### src/rtl/assert_macros.svh
// assertion macros for the tag store rtl
`ifndef ASSERT_MACROS_SVH
`define ASSERT_MACROS_SVH

// same-cycle implication, checked out of reset
`define SATL_ASSERT_IMPL(label, ante, cons, msg) \
   label: assert property (@(posedge clock) disable iff (reset) (ante) |-> (cons)) \
      else $error(msg);

// next-cycle implication, checked out of reset
`define SATL_ASSERT_NEXT(label, ante, cons, msg) \
   label: assert property (@(posedge clock) disable iff (reset) (ante) |=> (cons)) \
      else $error(msg);

`endif

### src/rtl/satl_pkg.sv
// shared types and constants of the set-associative tag store
package satl_pkg;

   localparam int ADDR_W = 32;
   localparam int WAY_W = 2;
   localparam int INDEX_W = 8;

   localparam int WAYS_DEF = 4;
   localparam int SETS_DEF = 64;
   localparam int LINE_BYTES_DEF = 64;
   localparam int AGE_BITS_DEF = 8;

   typedef enum logic {
      OP_LOOKUP = 1'b0,
      OP_INSERT = 1'b1
   } op_type;

   typedef enum logic [1:0] {
      ST_CLEAR,
      ST_IDLE,
      ST_UPDATE
   } state_type;

   typedef struct packed {
      logic clr_en;
      logic accept;
      logic commit;
   } cmd_type;

   typedef struct packed {
      logic clr_last;
      logic out_free;
   } status_type;

endpackage

### src/rtl/satl_ctrl.sv
// controller state machine: clear pass, request accept, set update
module satl_ctrl (
   input  logic                 clock,
   input  logic                 reset,
   input  logic                 req_valid,
   output logic                 req_ready,
   input  satl_pkg::status_type status,
   output satl_pkg::cmd_type    cmd
);
   import satl_pkg::*;

   state_type state_ff;
   state_type state_in;

   always_ff @(posedge clock) begin
      if (reset) begin
         state_ff <= ST_CLEAR;
      end else begin
         state_ff <= state_in;
      end
   end

   always_comb begin
      state_in = state_ff;
      case (state_ff)
         ST_CLEAR: begin
            if (status.clr_last) state_in = ST_IDLE;
         end
         ST_IDLE: begin
            if (req_valid) state_in = ST_UPDATE;
         end
         ST_UPDATE: begin
            if (status.out_free) state_in = ST_IDLE;
         end
         default: begin
            state_in = ST_CLEAR;
         end
      endcase
   end

   always_comb begin
      req_ready = 1'b0;
      cmd = '0;
      case (state_ff)
         ST_CLEAR: begin
            cmd.clr_en = 1'b1;
         end
         ST_IDLE: begin
            req_ready = 1'b1;
            cmd.accept = req_valid;
         end
         ST_UPDATE: begin
            cmd.commit = status.out_free;
         end
         default: begin
            req_ready = 1'b0;
         end
      endcase
   end

endmodule

### config.mk
export PLATFORM = sky130hd
export DESIGN_NAME = satl_ctrl
export DESIGN_NICKNAME = d
export VERILOG_FILES = /design/src/rtl/assert_macros.svh /design/src/rtl/satl_pkg.sv /design/src/rtl/satl_ctrl.sv
export SDC_FILE = /design/constraint.sdc
export NUM_CORES = 1
export LEC_CHECK = 0
export BUFFER_PORTS_ARGS = -buffer_cell sky130_fd_sc_hd__buf_4
export CAP_MARGIN = 10
export CORE_AREA = 2 2 39 41
export CTS_BUF_LIST = sky130_fd_sc_hd__clkbuf_4
export CTS_CLUSTER_SIZE = 30
export DETAILED_ROUTE_END_ITERATION = 10
export DIE_AREA = 0 0 41 43
export PLACE_DENSITY = 0.32
export SYNTH_ARGS = -nofsm -noshare
export SYNTH_HDL_FRONTEND = slang
export SYNTH_SLANG_ARGS = --single-unit
export TNS_END_PERCENT = 100
### constraint.sdc
create_clock -name clock -period 0.8 [get_ports clock]
set_input_delay 0.12 -clock clock [delete_from_list [all_inputs] [get_ports clock]]
set_output_delay 0.12 -clock clock [all_outputs]
set_load 0.03 [all_outputs]
==> results.md, run 1 <==
- Half-perimeter wire length after placement: 286.4 um
- Post-synthesis net count: 20
- Post-detailed-route count of antenna-violating nets: 0
- Power density relative to cell area: 1865 mW/mm^2
- Violated checks: setup timing
- Number of DRC violations after detailed routing: 0
- Final Net Count: 35
- Mapped Cells: 15
- Y dimension of the die: 43 um
- Clock period minus final worst setup slack: 1.043 ns
- Area growth from synthesis to layout: 119.4%
- Number of violations of the max-capacitance limit: 0
- Cell breakdown of the critical path: nand2b_4 > nor2_4 > buf_6
- Initial core utilization: 8.861%
- Wire length of the first global-routing pass: 621 um
- Final cycle utilization of the critical path: 130.3%
- H-tree level count: 1
- Count of input and output buffers: 8
- Worst Clk Skew: 0.004372 ns
- Result of the run: finished with violations
- Register bit total from synthesis: 2
- Worst Setup Start Kind: register
- Largest registers: state_ff: 2 flops
- Grt total ovfl: 0
- Clock transition time at the flip-flop clock pins of the worst setup and hold paths: 0.03 ns
- Slew at the pin closest to its max-slew limit: 0.1792 ns
- Worst rel slew slack: 87.97%
- Setup repair after global routing missed its margin: true
- Number of max-slew violations in the final report: 0
- Synth warnings: 0
- Fill cells: 164
- Number of buffers created by CTS: 3
- Final core utilization: 19.44%
- Number of hold buffers added after cts: 0
- Biggest cell delay along the critical path: 0.34 ns
- Via count of the first global-routing pass: 161
- Total number of placement rows: 14
- Class of the tightest hold or removal check: input port to register
- Distinct cell type count after synthesis: 10
- PnR worst setup slack: -0.2428 ns
- Routed len/inst: 8.500 um
- Placed instance area: 222.7 um^2
- CP Class: register to primary output
- Via density: 3.364
- Post-Synthesis Cell Area: 122.6 um^2
- Hold violation total from the final report: 0
- Multi-input gate area: 88.84 um^2
- CP required: 0.68 ns
- Die Span X: 41 um
- GRT Total Usage: 6.306%
- Capturing element type of the critical path: primary output
- Initial antenna violation count: 0
- RD Place Congestion: 0.6294
- Number of I/O pins: 9
- Register containing the most flip-flops in the final layout: state_ff
- Seq/Total Area, Yosys: 32.65%
- Clock tree from TritonCTS: done
- Post-synthesis average cell area: 8.175 um^2
- Design area: 269.0 um^2
- Crit path max-delay cell type: dfxtp_4
- Master cell of the clock root buffer: clkbuf_4
- Sequential cell area in the final layout: 47.55 um^2
- Maximum fanout encountered on the critical timing path: 5
- Arrival time of the worst setup path: 0.92 ns
- Worst IR drop on VDD: 0.4189 mV
- Antenna cell count: 0
- Largest net degree at the start of global routing: 7
- Largest buffer count on any clock path: 2
- Sink count of the clock tree: 2
- Clk_lat worst skew: 0.23 ns
- Total number of vias: 148
- Iteration-0 DRC Markers: 2
- Max FFs per register: 2
- Cell leakage power: 0.1202 nW
- Pre-Repair DR Iteration Count: 2
- Setup total negative slack: -0.8800 ns
- Proportion of layout cells with a drive suffix above 1: 75.00%
- Setup-failing EPs final: 6
- Die footprint: 0.001763 mm^2
- Drt total wl: 374 um
- Core area: 0.001384 mm^2
- Maximum achievable frequency: 0.9590 GHz
- Setup slack at placement: -0.06620 ns
[placed cells by master (no fill, tap or decap)]
master and count:
nand2b_4 1, a21o_1 1, nor2b_4 1, buf_4 7, a21oi_2 1, nor2_1 3
nand2_1 1, nor2_2 1, o21ai_1 1, dfxtp_4 2, clkbuf_4 3, a22oi_1 1
inv_2 1, nor2_4 1, buf_6 3
[critical path, delay by kind of cell (launching register included)]
kind	cells	cell delay, ns
flops	1	0.34
simple gates	2	0.23
buf+inv	1	0.13
[cell families (layout without fill, tap and decap cells)]
logic type | count (synthesis) | count (layout) | share of synthesized area (%)
and+or+nand+nor | 8 | 8 | 40.81
DFF | 2 | 2 | 32.65
buffers and inverters | 1 | 14 | 3.058
AOI/OAI and AO/OA | 4 | 4 | 23.47
[cell type report]
cell class                 instances  area share, %
sequential                         2          17.67
inverter                           1          1.395
tap                               16          7.442
multi-input combinational         12          33.02
timing repair buffer              10          32.09
clock buffer                       3          8.372
[timing repair]
action                     in CTS  in global routing
gates resized for setup         5                  2
setup endpoints to repair       6                  6
buffers inserted                0                  1
[power breakdown]
group | internal, W | leakage [nW] | total, W | switching [W]
logic | 0.0000786 | 0.0886 | 0.000154 | 0.0000751
registers | 0.000108 | 0.0178 | 0.000121 | 0.0000128
clock network | 0.000166 | 0.0138 | 0.000227 | 0.0000612
total | 0.000353 | 0.120 | 0.000502 | 0.000149
[synthesized netlist by cell type]
cell      instances  share of area [%]
o21ai_0           1                4.1
a21o_1            1                6.1
nand2_1           1                3.1
a22oi_1           1                6.1
a21oi_2           1                7.1
nor2b_4           1                 11
dfxtp_1           2                 33
nand2b_4          1                 11
inv_1             1                3.1
nor2_1            5                 15
[per-stage QoR]
step | std cells | total power (W) | hold WS (ns)
2_1_floorplan | 15 | 0.0002075 | 0.1850
3_3_place_gp | 40 | 0.0002627 | 0.2952
3_5_place_dp | 40 | 0.0002628 | 0.2893
4_1_cts | 43 | 0.0005145 | 0.04622
5_1_grt | 44 | 0.0005563 | 0.04380
6_report | 44 | 0.0005016 | 0.05593
[worst paths after layout]
path,from,to,slack (ns),depth (start not counted)
setup / recovery,state_ff[0],cmd[0],-0.24,3
hold / removal,reset,state_ff[1],0.06,2
setup reg to reg,state_ff[0],state_ff[0],-0.04,3
hold reg to reg,state_ff[1],state_ff[0],0.57,2
[layer usage]
layer / share of wire (%) / track usage, % / vias up / routed length, um
met5: 0 / 0 / - / 0
met2: 44 / 7.813 / 9 / 164
li1: - / - / 78 / -
met3: 16 / 6.806 / 2 / 59
met4: 1.6 / 8.000 / 0 / 6
met1: 39 / 4.140 / 59 / 144
No activity file was read; power rests on OpenSTA's default activity.
==> run 2, diff against run 1 <==
--- a/config.mk
+++ b/config.mk
@@ -9,10 +9,10 @@
 export CAP_MARGIN = 10
 export CORE_AREA = 2 2 39 41
 export CTS_BUF_LIST = sky130_fd_sc_hd__clkbuf_4
-export CTS_CLUSTER_SIZE = 30
+export CTS_CLUSTER_SIZE = 8
 export DETAILED_ROUTE_END_ITERATION = 10
 export DIE_AREA = 0 0 41 43
-export PLACE_DENSITY = 0.32
+export SLEW_MARGIN = 20
 export SYNTH_ARGS = -nofsm -noshare
 export SYNTH_HDL_FRONTEND = slang
 export SYNTH_SLANG_ARGS = --single-unit
==> results.md, run 2 (synthesis results as in run 1) <==
- H-tree level count: 1 (unchanged)
- Total number of placement rows: 14 (unchanged)
- Maximum achievable frequency: 0.9591 GHz (about the same)
- Master cell of the clock root buffer: clkbuf_4
- Hold violation total from the final report: 0 (unchanged)
- DP Cell Count: 40 (unchanged)
- Class of the tightest hold or removal check: input port to register
- Initial core utilization: 8.861% (unchanged)
- Via count of the first global-routing pass: 132 (-18%)
- Setup-failing EPs final: 6 (unchanged)
- Commonest cells after routing, fill and taps aside: 7 x buf_4, 3 x nor2_1, 3 x clkbuf_4
- Largest registers: state_ff: 2 flops
- Capturing element type of the critical path: primary output
- Initial antenna violation count: 0 (unchanged)
- Number of max-slew violations in the final report: 0 (unchanged)
- CP Class: register to primary output
- Number of buffers inserted to repair setup after CTS: 0 (unchanged)
- Clock period minus final worst setup slack: 1.043 ns (-0.00008500 ns)
- Pre-Repair DR Iteration Count: 1 (-1)
- Number of violations of the max-capacitance limit: 0 (unchanged)
- Sink count of the clock tree: 2 (unchanged)
- GRT Total Usage: 5.422% (-0.88 points)
- Total number of vias: 147 (-0.68%)
- Iteration-0 DRC Markers: 0 (-2)
- Worst Setup Start Kind: register
- RD Place Congestion: 0.6201 (-1.5%)
- Placed instance area: 222.7 um^2 (unchanged)
- Die Span X: 41 um (unchanged)
- Largest net degree at the start of global routing: 7 (unchanged)
- Slew at the pin closest to its max-slew limit: 0.2238 ns (+0.04461 ns)
- Arrival time of the worst setup path: 0.92 ns (about the same)
- Number of buffers created by CTS: 3 (unchanged)
- Worst IR drop on VDD: 0.3658 mV (-13%)
- Final Net Count: 34 (-2.9%)
- Number of standard cells in the final layout excluding fillers: 43 (-2.3%)
- Clock tree from TritonCTS: done
- Wire length of the first global-routing pass: 524 um (-16%)
- Antenna cell count: 0 (unchanged)
- Worst Clk Skew: 0.0002444 ns (-0.004128 ns)
- Violated checks: setup timing
- Proportion of layout cells with a drive suffix above 1: 74.07% (-0.93 points)
- Routed len/inst: 8.070 um (-5.1%)
- Die footprint: 0.001763 mm^2 (unchanged)
- Register containing the most flip-flops in the final layout: state_ff
- Fill cells: 162 (-1.2%)
- Number of I/O pins: 9 (unchanged)
- Number of DRC violations after detailed routing: 0 (unchanged)
- Maximum fanout encountered on the critical timing path: 6 (+1)
- Design area: 260.3 um^2 (-3.3%)
- Grt total ovfl: 0 (unchanged)
- Half-perimeter wire length after placement: 263.9 um (-7.9%)
- Final cycle utilization of the critical path: 130.3% (about the same)
- Area growth from synthesis to layout: 112.2%
- Largest buffer count on any clock path: 2 (unchanged)
- Slack of the worst reg-to-reg path: -0.04 ns (about the same)
- Post-detailed-route count of antenna-violating nets: 0 (unchanged)
- Cell leakage power: 0.1140 nW (-5.1%)
- Core area: 0.001384 mm^2 (unchanged)
- Setup repair after global routing missed its margin: true
- Power density relative to cell area: 1884 mW/mm^2 (+1.0%)
- Worst rel slew slack: 84.92% (-3.1 points)
- Final core utilization: 18.81% (-0.63 points)
- Clock transition time at the flip-flop clock pins of the worst setup and hold paths: 0.03 ns (about the same)
- PnR worst setup slack: -0.2427 ns (+0.00008500 ns)
- Max FFs per register: 2 (unchanged)
- Y dimension of the die: 43 um (unchanged)
- Clk_lat worst skew: 0.22 ns (about the same)
- Drt total wl: 347 um (-7.2%)
- Count of input and output buffers: 8 (unchanged)
- Via density: 3.419 (+1.6%)
- Result of the run: finished with violations
- CP required: 0.68 ns (about the same)
- Most common library cell in the layout ignoring fill and taps: buf_4
[run 2: final timing paths]
path / depth (start not counted) / from / end
setup / recovery: 3 / state_ff[1] / cmd[0]
setup reg to reg: 3 / state_ff[0] / state_ff[0]
hold reg to reg: 2 / state_ff[1] / state_ff[1]
hold / removal: 2 / reset / state_ff[1]
[run 2: per-layer routing]
layer  global-route usage, %  vias up  share of wire (%)
met5                       0        -                  0
met4                   6.000        0                  0
met3                   6.283        0                 11
met2                   5.625        6                 48
met1                   4.823       65                 40
li1                        -       76                  -
[run 2: per-stage QoR]
stage                     worst slack [ns]  TNS (ns)  hold WS [ns]  total power, W
after floorplan                   -0.08391   -0.1371        0.1850       0.0002075
after global placement            -0.04749  -0.08968        0.2885       0.0002620
after detailed placement          -0.05387   -0.1184        0.2883       0.0002626
after CTS                          -0.2557   -0.9805       0.04504       0.0005066
after global routing               -0.2997    -1.232       0.04764       0.0005366
final                              -0.2427   -0.9183       0.05467       0.0004903
[run 2: worst max-delay path, cell delays in order (launching register included)]
cell and delay, ns:
dfxtp_4 0.38, inv_1 0.09, nor2_4 0.11, buf_6 0.13
[run 2: cell type report]
type	instances	area [um^2]	area share (%)
repair buffers	9	75.07	28.85
flip-flops and latches	2	45.04	17.31
well taps	16	20.02	7.692
clock buffers	3	22.52	8.654
inverters	1	3.754	1.442
multi-input cells	12	93.84	36.06
[run 2: what timing repair did]
item | 4_1_cts | 5_1_grt
hold buffers | 0 | 0
gates resized for setup | 3 | 1
endpoints found under the setup margin | 6 | 6
[run 2: power breakdown]
group / leakage (nW) / internal [W] / total [W] / switching, W
logic: 0.0827 / 0.0000719 / 0.000146 / 0.0000737
registers: 0.0175 / 0.000109 / 0.000123 / 0.0000142
clock network: 0.0138 / 0.000165 / 0.000222 / 0.0000564
